<file path="config.mk">
export PLATFORM = sky130hd
export DESIGN_NAME = ripple_wave_led_envelope_flat
export DESIGN_NICKNAME = d
export VERILOG_FILES = /design/src/design/rwle_pkg.sv /design/src/design/rwle_if.sv /design/src/design/ripple_wave_led_envelope.sv /design/src/design/rwle_mem.sv /design/src/design/rwle_env.sv /design/src/flat_wrapper.sv
export SDC_FILE = /design/constraint.sdc
export NUM_CORES = 2
export LEC_CHECK = 0
export ABC_AREA = 1
export BUFFER_PORTS_ARGS = -buffer_cell sky130_fd_sc_hd__buf_2
export CORE_MARGIN = 1
export CORE_UTILIZATION = 40
export DETAILED_ROUTE_END_ITERATION = 8
export PLACE_DENSITY_LB_ADDON = 0.12
export SETUP_SLACK_MARGIN = 0.05
export SYNTH_ARGS = -nofsm -noshare
export SYNTH_HDL_FRONTEND = slang
export SYNTH_SLANG_ARGS = --single-unit
</file>
<file path="constraint.sdc">
create_clock -name clk -period 15.7 [get_ports clk]
set_input_delay 0 -clock clk [delete_from_list [all_inputs] [get_ports clk]]
set_output_delay 0 -clock clk [all_outputs]
set_load 0.01 [all_outputs]
</file>
<file path="src/design/rwle_pkg.sv">
// ----------------------------------------------------------------------------
// rwle_pkg: shared types and constants of the ripple LED envelope engine
// Field widths, register reset values, register indexes, command codes and
// the state types of the sequencer and of the envelope unit.
// ----------------------------------------------------------------------------
package rwle_pkg;

	// Field widths.
	localparam int TIME_W     = 32;
	localparam int LEVEL_W    = 8;
	localparam int DUR_W      = 16;
	localparam int CENTER_W   = 2;
	localparam int CFG_IDX_W  = 2;
	localparam int CFG_DATA_W = 16;
	localparam int OUT_LEDS   = 3;

	// Quotient bits produced by the envelope divider, one per cycle.
	localparam int QUO_W = 8;
	localparam int QCNT_W = $clog2(QUO_W);
	// Width of the product of elapsed time and peak brightness.
	localparam int PROD_W = DUR_W + LEVEL_W;

	// Default sizes of the wave ring and the LED row.
	localparam int WAVE_SLOTS_DEF = 8;
	localparam int LED_COUNT_DEF  = 3;

	// Register reset values.
	localparam logic [LEVEL_W-1:0] MAX_BRIGHTNESS_RST = 8'd255;
	localparam logic [DUR_W-1:0]   WAVE_DURATION_RST  = 16'd500;
	localparam logic [DUR_W-1:0]   STEP_DELAY_RST     = 16'd100;

	// Register indexes on the configuration port.
	localparam logic [CFG_IDX_W-1:0] REG_MAX_BRIGHTNESS = 2'd0;
	localparam logic [CFG_IDX_W-1:0] REG_WAVE_DURATION  = 2'd1;
	localparam logic [CFG_IDX_W-1:0] REG_STEP_DELAY     = 2'd2;

	// Command codes of an input word.
	localparam logic CMD_TICK  = 1'b0;
	localparam logic CMD_PRESS = 1'b1;

	// One entry of the per-LED store: live flag and start time.
	typedef struct packed {
		logic              live;
		logic [TIME_W-1:0] start;
	} cell_t;

	// Status of the envelope unit as seen by the sequencer.
	typedef struct packed {
		logic busy;
		logic done;
	} env_stat_t;

	// Main sequencer states.
	typedef enum logic [2:0] {
		S_IDLE,
		S_PRESS,
		S_WAVE,
		S_READ,
		S_EVAL,
		S_ENV,
		S_DONE
	} seq_state_t;

	// Envelope unit states.
	typedef enum logic [1:0] {
		E_IDLE,
		E_MUL,
		E_DIV,
		E_FIN
	} env_state_t;

endpackage

</file>
<file path="src/design/rwle_if.sv">
// ----------------------------------------------------------------------------
// rwle_if: channel interfaces of the ripple LED envelope engine
// Input item channel, result channel and configuration write channel, each
// with valid, ready and payload.
// ----------------------------------------------------------------------------

// Input items: ticks and key presses.
interface rwle_item_if;
	logic                             valid;
	logic                             ready;
	logic                             cmd;
	logic [rwle_pkg::TIME_W-1:0]      now_ms;
	logic [rwle_pkg::CENTER_W-1:0]    center;
	logic [rwle_pkg::LEVEL_W-1:0]     base_level_0;
	logic [rwle_pkg::LEVEL_W-1:0]     base_level_1;
	logic [rwle_pkg::LEVEL_W-1:0]     base_level_2;

	modport source (output valid, cmd, now_ms, center, base_level_0, base_level_1,
		base_level_2, input ready);
	modport sink (input valid, cmd, now_ms, center, base_level_0, base_level_1,
		base_level_2, output ready);
endinterface

// Result words: one set of LED levels per tick.
interface rwle_result_if;
	logic                         valid;
	logic                         ready;
	logic [rwle_pkg::LEVEL_W-1:0] level_0;
	logic [rwle_pkg::LEVEL_W-1:0] level_1;
	logic [rwle_pkg::LEVEL_W-1:0] level_2;

	modport source (output valid, level_0, level_1, level_2, input ready);
	modport sink (input valid, level_0, level_1, level_2, output ready);
endinterface

// Register writes.
interface rwle_cfg_if;
	logic                            valid;
	logic                            ready;
	logic [rwle_pkg::CFG_IDX_W-1:0]  index;
	logic [rwle_pkg::CFG_DATA_W-1:0] data;

	modport source (output valid, index, data, input ready);
	modport sink (input valid, index, data, output ready);
endinterface

</file>
<file path="src/design/ripple_wave_led_envelope.sv">
// ----------------------------------------------------------------------------
// ripple_wave_led_envelope: ripple light engine for a row of LEDs
// Press words store a wave in a ring of slots; tick words walk all waves,
// evaluate each LED's triangular envelope and return the peak per LED.
// ----------------------------------------------------------------------------
// Press: each LED of the wave is written in turn, then the block returns to idle
// to take the next word. Tick: every slot is visited, each LED of a live wave is
// read and checked, and each lit LED runs through the shared unit (no divide when
// half the duration is zero).
// A finished result waits in the output register while new words come in.
// Reset restores register defaults, clears all wave flags and the ring
// pointer; the LED store needs no clearing pass.
module ripple_wave_led_envelope #(
	parameter int WAVE_SLOTS = rwle_pkg::WAVE_SLOTS_DEF,
	parameter int LED_COUNT  = rwle_pkg::LED_COUNT_DEF
) (
	input  logic         clk,
	input  logic         arst_n,
	rwle_item_if.sink    item,
	rwle_result_if.source result,
	rwle_cfg_if.sink     cfg
);
	import rwle_pkg::*;

	localparam int CELLS  = WAVE_SLOTS * LED_COUNT;
	localparam int SLOT_W = (WAVE_SLOTS > 1) ? $clog2(WAVE_SLOTS) : 1;
	localparam int LED_W  = (LED_COUNT > 1) ? $clog2(LED_COUNT) : 1;
	localparam int CELL_W = (CELLS > 1) ? $clog2(CELLS) : 1;
	localparam int DIST_W = (LED_W > CENTER_W) ? LED_W : CENTER_W;

	seq_state_t state_q, state_d;

	// Configuration registers.
	logic [LEVEL_W-1:0] mb_q;
	logic [DUR_W-1:0]   dur_q;
	logic [DUR_W-1:0]   step_q;

	// Latched input word.
	logic                cmd_q;
	logic [TIME_W-1:0]   now_q;
	logic [CENTER_W-1:0] center_q;
	logic [LEVEL_W-1:0]  base_q [OUT_LEDS];

	// Walk counters and wave state.
	logic [SLOT_W-1:0]     slot_q;
	logic [LED_W-1:0]      led_q;
	logic [CELL_W-1:0]     cell_q;
	logic                  any_on_q;
	logic [WAVE_SLOTS-1:0] wave_live_q;
	logic [SLOT_W-1:0]     next_slot_q;
	logic [CELL_W-1:0]     next_base_q;

	// Per-LED peak of the current tick and the output register.
	logic [LEVEL_W-1:0] level_q [LED_COUNT];
	logic [LEVEL_W-1:0] out_level_q [OUT_LEDS];
	logic [LEVEL_W-1:0] out_level_d [OUT_LEDS];
	logic               out_valid_q;

	// Sequencer decodes.
	logic item_ready;
	logic last_led;
	logic last_slot;
	logic out_free;
	logic mem_we;
	logic mem_re;
	logic env_start;
	logic adv;
	logic load_out;

	// LED store access.
	cell_t mem_wdata;
	cell_t mem_rdata;

	// Evaluation of one stored LED.
	logic [TIME_W-1:0]        elapsed;
	logic                     started;
	logic                     expire;
	logic                     lit;
	logic [DIST_W-1:0]        center_x;
	logic [DIST_W-1:0]        led_x;
	logic [DIST_W-1:0]        led_gap;
	logic [DIST_W+DUR_W-1:0]  delay;
	logic [TIME_W-1:0]        press_start;

	env_stat_t          env_stat;
	logic [LEVEL_W-1:0] env_value;

	assign last_led  = led_q == LED_W'(LED_COUNT - 1);
	assign last_slot = slot_q == SLOT_W'(WAVE_SLOTS - 1);
	assign out_free  = !out_valid_q || result.ready;

	// Start time of a pressed LED: press time plus distance from the key times the step delay.
	assign center_x    = DIST_W'(center_q);
	assign led_x       = DIST_W'(led_q);
	assign led_gap     = (center_x > led_x) ? center_x - led_x : led_x - center_x;
	assign delay       = (DIST_W+DUR_W)'(led_gap) * (DIST_W+DUR_W)'(step_q);
	assign press_start = now_q + TIME_W'(delay);

	// An LED is lit once started and until its duration has run out.
	assign started = mem_rdata.live && !(now_q < mem_rdata.start);
	assign elapsed = now_q - mem_rdata.start;
	assign expire  = started && (elapsed >= TIME_W'(dur_q));
	assign lit     = started && !expire;

	// Next state.
	always_comb begin
		state_d = state_q;
		case (state_q)
			S_IDLE: begin
				if (item.valid) begin
					state_d = (item.cmd == CMD_PRESS) ? S_PRESS : S_WAVE;
				end
			end
			S_PRESS: begin
				if (last_led) begin
					state_d = S_IDLE;
				end
			end
			S_WAVE: begin
				if (wave_live_q[slot_q]) begin
					state_d = S_READ;
				end else if (last_slot) begin
					state_d = S_DONE;
				end
			end
			S_READ: begin
				state_d = S_EVAL;
			end
			S_EVAL, S_ENV: begin
				if (state_q == S_EVAL && lit) begin
					state_d = S_ENV;
				end else if (state_q == S_EVAL || env_stat.done) begin
					if (!last_led) begin
						state_d = S_READ;
					end else if (last_slot) begin
						state_d = S_DONE;
					end else begin
						state_d = S_WAVE;
					end
				end
			end
			S_DONE: begin
				if (out_free) begin
					state_d = S_IDLE;
				end
			end
			default: begin
				state_d = S_IDLE;
			end
		endcase
	end

	// Sequencer outputs.
	always_comb begin
		item_ready = 1'b0;
		mem_we     = 1'b0;
		mem_re     = 1'b0;
		env_start  = 1'b0;
		adv        = 1'b0;
		load_out   = 1'b0;
		mem_wdata  = '{live: 1'b0, start: mem_rdata.start};
		case (state_q)
			S_IDLE: begin
				item_ready = 1'b1;
			end
			S_PRESS: begin
				mem_we    = 1'b1;
				mem_wdata = '{live: 1'b1, start: press_start};
			end
			S_READ: begin
				mem_re = 1'b1;
			end
			S_EVAL: begin
				mem_we    = expire;
				env_start = lit;
				adv       = !lit;
			end
			S_ENV: begin
				adv = env_stat.done;
			end
			S_DONE: begin
				load_out = out_free;
			end
			default: begin
				item_ready = 1'b0;
			end
		endcase
	end

	// State, counters, wave flags and configuration.
	always_ff @(posedge clk or negedge arst_n) begin
		if (!arst_n) begin
			state_q     <= S_IDLE;
			mb_q        <= MAX_BRIGHTNESS_RST;
			dur_q       <= WAVE_DURATION_RST;
			step_q      <= STEP_DELAY_RST;
			slot_q      <= '0;
			led_q       <= '0;
			cell_q      <= '0;
			any_on_q    <= 1'b0;
			wave_live_q <= '0;
			next_slot_q <= '0;
			next_base_q <= '0;
			out_valid_q <= 1'b0;
		end else begin
			state_q <= state_d;

			// Register writes.
			if (cfg.valid) begin
				case (cfg.index)
					REG_MAX_BRIGHTNESS: mb_q   <= cfg.data[LEVEL_W-1:0];
					REG_WAVE_DURATION:  dur_q  <= cfg.data;
					REG_STEP_DELAY:     step_q <= cfg.data;
					default:            mb_q   <= mb_q;
				endcase
			end

			// Start of a word: point at the slot to fill or at the first slot.
			if (state_q == S_IDLE && item.valid) begin
				slot_q   <= '0;
				led_q    <= '0;
				any_on_q <= 1'b0;
				cell_q   <= (item.cmd == CMD_PRESS) ? next_base_q : '0;
			end

			// Press: one LED a cycle, then claim the slot.
			if (state_q == S_PRESS) begin
				if (last_led) begin
					wave_live_q[next_slot_q] <= 1'b1;
					if (next_slot_q == SLOT_W'(WAVE_SLOTS - 1)) begin
						next_slot_q <= '0;
						next_base_q <= '0;
					end else begin
						next_slot_q <= next_slot_q + 1'b1;
						next_base_q <= next_base_q + CELL_W'(LED_COUNT);
					end
				end else begin
					led_q  <= led_q + 1'b1;
					cell_q <= cell_q + 1'b1;
				end
			end

			// Wave entry: walk its LEDs or skip the whole slot.
			if (state_q == S_WAVE) begin
				led_q    <= '0;
				any_on_q <= 1'b0;
				if (!wave_live_q[slot_q]) begin
					cell_q <= cell_q + CELL_W'(LED_COUNT);
					slot_q <= slot_q + 1'b1;
				end
			end

			if (env_start) begin
				any_on_q <= 1'b1;
			end

			// Move to the next LED; retire the wave if none of its LEDs was lit.
			if (adv) begin
				cell_q <= cell_q + 1'b1;
				if (last_led) begin
					if (!any_on_q) begin
						wave_live_q[slot_q] <= 1'b0;
					end
					slot_q <= slot_q + 1'b1;
				end else begin
					led_q <= led_q + 1'b1;
				end
			end

			// Output register handshake.
			if (load_out) begin
				out_valid_q <= 1'b1;
			end else if (result.ready) begin
				out_valid_q <= 1'b0;
			end
		end
	end

	// Final level per output: the ripple peak maxed with the base level.
	for (genvar g = 0; g < OUT_LEDS; g++) begin : g_out
		if (g < LED_COUNT) begin : g_led
			assign out_level_d[g] = (level_q[g] > base_q[g]) ? level_q[g] : base_q[g];
		end else begin : g_base
			assign out_level_d[g] = base_q[g];
		end
	end

	// Payload registers: latched word, per-LED peaks and result levels.
	always_ff @(posedge clk) begin
		if (state_q == S_IDLE && item.valid) begin
			cmd_q     <= item.cmd;
			now_q     <= item.now_ms;
			center_q  <= item.center;
			base_q[0] <= item.base_level_0;
			base_q[1] <= item.base_level_1;
			base_q[2] <= item.base_level_2;
			for (int i = 0; i < LED_COUNT; i++) begin
				level_q[i] <= '0;
			end
		end
		if (state_q == S_ENV && env_stat.done && env_value > level_q[led_q]) begin
			level_q[led_q] <= env_value;
		end
		if (load_out) begin
			for (int i = 0; i < OUT_LEDS; i++) begin
				out_level_q[i] <= out_level_d[i];
			end
		end
	end

	// Per-LED store.
	rwle_mem #(
		.DEPTH  (CELLS),
		.ADDR_W (CELL_W)
	) u_mem (
		.clk   (clk),
		.we    (mem_we),
		.waddr (cell_q),
		.wdata (mem_wdata),
		.re    (mem_re),
		.raddr (cell_q),
		.rdata (mem_rdata)
	);

	// Shared multiply and divide unit.
	rwle_env u_env (
		.clk     (clk),
		.arst_n  (arst_n),
		.start   (env_start),
		.elapsed (elapsed[DUR_W-1:0]),
		.dur     (dur_q),
		.mb      (mb_q),
		.stat    (env_stat),
		.value   (env_value)
	);

	// Port drive.
	assign item.ready     = item_ready;
	assign cfg.ready      = 1'b1;
	assign result.valid   = out_valid_q;
	assign result.level_0 = out_level_q[0];
	assign result.level_1 = out_level_q[1];
	assign result.level_2 = out_level_q[2];

	// A result word appears only when the finished tick leaves its last state.
	a_result_from_done: assert property (@(posedge clk) disable iff (!arst_n)
		$rose(out_valid_q) |-> $past(state_q == S_DONE))
		else $error("result word raised outside the done state");

	// An accepted word starts the matching walk.
	a_word_dispatch: assert property (@(posedge clk) disable iff (!arst_n)
		(item.valid && item.ready) |=>
		((state_q == S_PRESS && cmd_q == CMD_PRESS) ||
		(state_q == S_WAVE && cmd_q == CMD_TICK)))
		else $error("accepted word did not start the matching walk");

	// The envelope unit only runs while the sequencer waits for it.
	a_env_owned: assert property (@(posedge clk) disable iff (!arst_n)
		env_stat.busy |-> state_q == S_ENV)
		else $error("envelope unit busy outside the wait state");

	// An envelope value never exceeds the peak brightness.
	a_env_bound: assert property (@(posedge clk) disable iff (!arst_n)
		env_stat.done |-> env_value <= mb_q)
		else $error("envelope value above peak brightness");

	// The slot pointer and its store base stay in step.
	a_ring_base: assert property (@(posedge clk) disable iff (!arst_n)
		next_base_q == CELL_W'(int'(next_slot_q) * LED_COUNT))
		else $error("ring pointer and store base disagree");

endmodule

</file>
<file path="src/design/rwle_mem.sv">
// ----------------------------------------------------------------------------
// rwle_mem: per-LED store of live flags and start times
// One write port and one read port with registered read data. Entries hold
// nothing meaningful until written; the wave flags gate every read.
// ----------------------------------------------------------------------------
module rwle_mem #(
	parameter int DEPTH  = 24,
	parameter int ADDR_W = 5
) (
	input  logic                clk,
	input  logic                we,
	input  logic [ADDR_W-1:0]   waddr,
	input  rwle_pkg::cell_t     wdata,
	input  logic                re,
	input  logic [ADDR_W-1:0]   raddr,
	output rwle_pkg::cell_t     rdata
);
	import rwle_pkg::*;

	cell_t mem_q [DEPTH];
	cell_t rdata_q;

	// Write port.
	always_ff @(posedge clk) begin
		if (we) begin
			mem_q[waddr] <= wdata;
		end
	end

	// Registered read port.
	always_ff @(posedge clk) begin
		if (re) begin
			rdata_q <= mem_q[raddr];
		end
	end

	assign rdata = rdata_q;

endmodule

</file>
<file path="src/design/rwle_env.sv">
// ----------------------------------------------------------------------------
// rwle_env: triangular envelope unit
// Computes one envelope value from the elapsed time: a multiply step, then a
// restoring divide by half the duration (skipped when it is zero), one quotient bit a cycle.
// ----------------------------------------------------------------------------
module rwle_env (
	input  logic                          clk,
	input  logic                          arst_n,
	input  logic                          start,
	input  logic [rwle_pkg::DUR_W-1:0]    elapsed,
	input  logic [rwle_pkg::DUR_W-1:0]    dur,
	input  logic [rwle_pkg::LEVEL_W-1:0]  mb,
	output rwle_pkg::env_stat_t           stat,
	output logic [rwle_pkg::LEVEL_W-1:0]  value
);
	import rwle_pkg::*;

	env_state_t state_q, state_d;

	logic               rising_q;
	logic [DUR_W-2:0]   half_q;
	logic [DUR_W-1:0]   e_q;
	logic [LEVEL_W-1:0] mbv_q;
	logic [PROD_W-1:0]  rem_q;
	logic [PROD_W-1:0]  div_q;
	logic [QUO_W-1:0]   quo_q;
	logic [QCNT_W-1:0]  k_q;

	logic [DUR_W-2:0]   half_in;
	logic               rising_in;
	logic               ge;

	// Split the elapsed time into the rising or the falling half.
	assign half_in   = dur[DUR_W-1:1];
	assign rising_in = elapsed < {1'b0, half_in};
	assign ge        = rem_q >= div_q;

	// Next state.
	always_comb begin
		state_d = state_q;
		case (state_q)
			E_IDLE: begin
				if (start) begin
					state_d = E_MUL;
				end
			end
			E_MUL: begin
				state_d = (half_q == '0) ? E_FIN : E_DIV;
			end
			E_DIV: begin
				if (k_q == '0) begin
					state_d = E_FIN;
				end
			end
			E_FIN: begin
				state_d = E_IDLE;
			end
			default: begin
				state_d = E_IDLE;
			end
		endcase
	end

	// Outputs.
	always_comb begin
		stat.busy = 1'b0;
		stat.done = 1'b0;
		value     = rising_q ? quo_q : mbv_q - quo_q;
		case (state_q)
			E_IDLE: begin
				stat.busy = 1'b0;
			end
			E_MUL, E_DIV: begin
				stat.busy = 1'b1;
			end
			E_FIN: begin
				stat.busy = 1'b1;
				stat.done = 1'b1;
			end
			default: begin
				stat.busy = 1'b0;
			end
		endcase
	end

	// State register.
	always_ff @(posedge clk or negedge arst_n) begin
		if (!arst_n) begin
			state_q <= E_IDLE;
		end else begin
			state_q <= state_d;
		end
	end

	// Operand capture, multiply and divide steps.
	always_ff @(posedge clk) begin
		case (state_q)
			E_IDLE: begin
				if (start) begin
					half_q   <= half_in;
					rising_q <= rising_in;
					e_q      <= rising_in ? elapsed : elapsed - {1'b0, half_in};
					mbv_q    <= mb;
				end
			end
			E_MUL: begin
				rem_q <= PROD_W'(e_q) * PROD_W'(mbv_q);
				div_q <= PROD_W'({half_q, {(QUO_W-1){1'b0}}});
				quo_q <= '0;
				k_q   <= QCNT_W'(QUO_W - 1);
			end
			E_DIV: begin
				if (ge) begin
					rem_q <= rem_q - div_q;
				end
				quo_q <= {quo_q[QUO_W-2:0], ge};
				div_q <= div_q >> 1;
				k_q   <= k_q - 1'b1;
			end
			default: begin
				k_q <= k_q;
			end
		endcase
	end

endmodule

</file>
<file path="src/flat_wrapper.sv">
// flat-port wrapper written by rule: the top's interface ports become plain ports
module ripple_wave_led_envelope_flat import rwle_pkg::*;
#(
	parameter int WAVE_SLOTS = rwle_pkg::WAVE_SLOTS_DEF,
	parameter int LED_COUNT  = rwle_pkg::LED_COUNT_DEF
)
  (clk, arst_n, item_valid, item_cmd, item_now_ms, item_center, item_base_level_0, item_base_level_1, item_base_level_2, item_ready, result_valid, result_level_0, result_level_1, result_level_2, result_ready, cfg_valid, cfg_index, cfg_data, cfg_ready);
  rwle_item_if item_i ();
  rwle_result_if result_i ();
  rwle_cfg_if cfg_i ();
  input  logic clk;
  input  logic arst_n;
  input wire logic [$bits(item_i.valid)-1:0] item_valid;
  input wire logic [$bits(item_i.cmd)-1:0] item_cmd;
  input wire logic [$bits(item_i.now_ms)-1:0] item_now_ms;
  input wire logic [$bits(item_i.center)-1:0] item_center;
  input wire logic [$bits(item_i.base_level_0)-1:0] item_base_level_0;
  input wire logic [$bits(item_i.base_level_1)-1:0] item_base_level_1;
  input wire logic [$bits(item_i.base_level_2)-1:0] item_base_level_2;
  output wire logic [$bits(item_i.ready)-1:0] item_ready;
  output wire logic [$bits(result_i.valid)-1:0] result_valid;
  output wire logic [$bits(result_i.level_0)-1:0] result_level_0;
  output wire logic [$bits(result_i.level_1)-1:0] result_level_1;
  output wire logic [$bits(result_i.level_2)-1:0] result_level_2;
  input wire logic [$bits(result_i.ready)-1:0] result_ready;
  input wire logic [$bits(cfg_i.valid)-1:0] cfg_valid;
  input wire logic [$bits(cfg_i.index)-1:0] cfg_index;
  input wire logic [$bits(cfg_i.data)-1:0] cfg_data;
  output wire logic [$bits(cfg_i.ready)-1:0] cfg_ready;
  assign item_i.valid = item_valid;
  assign item_i.cmd = item_cmd;
  assign item_i.now_ms = item_now_ms;
  assign item_i.center = item_center;
  assign item_i.base_level_0 = item_base_level_0;
  assign item_i.base_level_1 = item_base_level_1;
  assign item_i.base_level_2 = item_base_level_2;
  assign item_ready = item_i.ready;
  assign result_valid = result_i.valid;
  assign result_level_0 = result_i.level_0;
  assign result_level_1 = result_i.level_1;
  assign result_level_2 = result_i.level_2;
  assign result_i.ready = result_ready;
  assign cfg_i.valid = cfg_valid;
  assign cfg_i.index = cfg_index;
  assign cfg_i.data = cfg_data;
  assign cfg_ready = cfg_i.ready;
  ripple_wave_led_envelope #(.WAVE_SLOTS(WAVE_SLOTS), .LED_COUNT(LED_COUNT)) u_core (.clk(clk), .arst_n(arst_n), .item(item_i), .result(result_i), .cfg(cfg_i));
endmodule
</file>
==> impl_metrics.json <==
{
  "fin_util": 0.464,
  "status": "finished clean",
  "p_sw_frac": 0.394,
  "syn-num-nets": 5550,
  "grt_first_pass_wirelength_um": 237000,
  "clock_power_share": 0.243,
  "post-route-drc-count": 0,
  "cts_root_buffer": "clkbuf_16",
  "syn_avg_cell_area_um2": 10.6,
  "cts.sinks": 1109,
  "place_inst": 6903,
  "setup_violations": 0,
  "wire_per_inst_um": 22.1,
  "gr-total-overflow": 0,
  "dieWidth_um": 372,
  "yosysTopAreaCell": "edfxtp_1",
  "power_uw": 11700,
  "die-area_um2": 139000,
  "synth_most_common_cell": "edfxtp_1",
  "vias": 38500,
  "ys_ff_latch": 1109,
  "synth_area_leaders": "edfxtp_1 57%, nand2_1 5.6%, o21ai_0 5.6%, ha_1 4.7%, inv_1 4.3%",
  "ant_nets": 0,
  "cp-end-kind": "flop",
  "yosysWarnings": 0,
  "core_area_um2": 136000,
  "critPathMaxStageDelay_ps": 490,
  "yosys.cell_types.count": 62,
  "arrival_ps": 6700,
  "r2r_setup_slack_ps": 9540,
  "num-nets-final": 5765,
  "fin_area_um2": 62900,
  "ys_seq_area_frac": 0.601,
  "synthFlopType": "edfxtp_1",
  "antenna_found_initial": 3,
  "min_path_type": "in -> async",
  "row_count": 135,
  "ir_drop_uv": 135,
  "wirelength_um": 160000,
  "fillCellCount": 12700,
  "crit_slowest_cell": "inv_1",
  "rsz0062_at_grt": "false",
  "grt.total_usage": 0.230,
  "max_slew_margin": 0.239,
  "clk_latency_ps": 760,
  "grt_pass1_vias": 37000,
  "r2r-end": "u_core.u_mem.mem_q[7][31]",
  "clock_skew_ps": 63.8,
  "synth_edf_count": 1036,
  "cellInternalPower_uw": 7100,
  "clockBufferDepth": 3,
  "max_freq_mhz": 162,
  "min_period_ps": 6160,
  "numCtsBuffers": 119,
  "period_share": 0.392,
  "syn_inst": 5156,
  "leakagePower_uw": 0.0247,
  "seqPwrFrac": 0.358,
  "drive_gt1_frac": 0.0862,
  "cp_common_cell": "nand2_1",
  "clkTransAtPathRegs_ps": 60,
  "r2r_cells": 26,
  "setup.worst_path.class": "reg -> reg",
  "stdcell_count": 7248,
  "power_frac_comb": 0.399,
  "tightestPinTransition_ps": 1140,
  "h-tree-depth": 3,
  "cts_tree": "done",
  "drt-initial-drc-count": 3012,
  "dp.final_hpwl_um": 96000,
  "synth_commonest_cells": "1036 x edfxtp_1, 823 x nand2_1, 632 x inv_1",
  "worstPathRequired_ps": 16250,
  "synth.top_cell.area_share": 0.568,
  "die_h_um": 372,
  "io_pins": 109,
  "slew_viol_final": 0,
  "worstSetupStartpointType": "flop",
  "placed_cell_area_um2": 57600,
  "first_pass_iters": 6,
  "grt_max_degree": 191,
  "reg2reg_from": "u_core.led_q[0]",
  "cellPowerDensity_nw_per_um2": 186,
  "maxCapViolations": 0,
  "io_buffers": 107,
  "synthArstFlopShare": 0.0658,
  "syn-cell-area_um2": 54800,
  "avgViaCountPerCell": 5.32,
  "setup_tns_ps": 0,
  "area_growth_pct": 14.7,
  "start_util": 0.404,
  "cp_max_fo": 24,
  "hold_viol_final": 0,
  "power.switching_uw": 4620,
  "gp_congestion": 0.877
}
==> worst max path at each step <==
stage	from	cells past startpoint	slack, ps	end
after global placement	u_core.led_q[0]	26	9690	u_core.u_mem.mem_q[10][31]
after global routing	u_core.led_q[0]	26	8980	u_core.u_mem.mem_q[7][31]
final	u_core.led_q[0]	26	9540	u_core.u_mem.mem_q[7][31]
after floorplan	u_core.led_q[0]	18	10620	u_core.u_mem.mem_q[0][30]
after CTS	u_core.led_q[0]	26	9530	u_core.u_mem.mem_q[7][31]
after detailed placement	u_core.led_q[0]	26	9590	u_core.u_mem.mem_q[9][31]
==> layer usage <==
| layer | track usage | vias to the layer above | part of all wire |
|---|---|---|---|
| met5 | 0 | - | 0.000081 |
| met4 | 0.0568 | 2 | 0.023 |
| met3 | 0.0337 | 219 | 0.056 |
| met2 | 0.384 | 1075 | 0.48 |
| met1 | 0.315 | 18900 | 0.44 |
| li1 | - | 18300 | - |
==> power by group through the flow <==
| stage | Clock [uW] | Sequential (uW) | Combinational [uW] |
|---|---|---|---|
| after floorplan | 0 | 4160 | 3120 |
| after global routing | 3000 | 4220 | 5240 |
| after global placement | 0 | 4230 | 4570 |
| final | 2850 | 4190 | 4680 |
| after detailed placement | 0 | 4230 | 4600 |
| after CTS | 2900 | 4190 | 4690 |
==> cell type report <==
type                       instances  area (um2)  area share
inverter                         641        2420      0.0385
clock buffer                     159        3310      0.0527
clock inverter                    57         643      0.0102
sequential                      1109       33000       0.524
timing repair buffer             321        2510      0.0400
multi-input combinational       3179       18800       0.299
antenna                            1        2.50   0.0000398
tap                             1781        2230      0.0354
==> flip-flops by register name, indices dropped and copies added (netlist names), 22 cells and up <==
register / flops
u_core.u_env.rem_q: 24
u_core.base_q: 24
u_core.out_level_q: 24
u_core.u_mem.mem_q: 792
u_core.now_q: 32
u_core.level_q: 32
u_core.u_env.div_q: 22
u_core.u_mem.rdata: 33
==> worst max-delay path: cells and delay by family (launching register included) <==
kind | cells | cell delay [ps]
buffers and inverters | 5 | 1100
flip-flops | 1 | 440
XOR/XNOR | 1 | 160
adder cells (fa/ha/maj) | 5 | 1770
AND/OR/NAND/NOR | 9 | 1170
AO/OA/AOI/OAI | 6 | 1260
==> kinds of logic after synthesis <==
group,Yosys count,synth area share
AOI/OAI and AO/OA,1174,0.124
xor gates and xnor gates,61,0.00975
adders and majority gates,312,0.0856
buffers and inverters,868,0.0601
DFF,1109,0.601
muxes,1,0.000183
other,1,0.0000684
and+or+nand+nor,1630,0.119
==> repair_timing <==
action / 4_1_cts / 5_1_grt
gates resized for setup: 0 / 0
endpoints found under the hold margin: 190 / 0
setup buffers: 0 / 0
hold buffers: 128 / 0
==> through the flow <==
step	setup WS, ps	hold WS, ps
2_1_floorplan	10620	-296
3_3_place_gp	9690	-153
3_5_place_dp	9590	-153
4_1_cts	9530	1.13
5_1_grt	8980	34.1
6_report	9540	18.8
==> cells in the final DEF, fill, tap and decap left out, types with 105 or more instances in the layout <==
cell,instances
o21ai_0,588
o22ai_1,168
ha_1,206
nor2_1,573
buf_2,106
clkbuf_16,123
nand2_1,823
edfxtp_1,1036
fa_1,105
inv_1,627
dlygate4sd3_1,128
a21oi_1,156
Note: power is estimated with default switching activity, not from simulation.
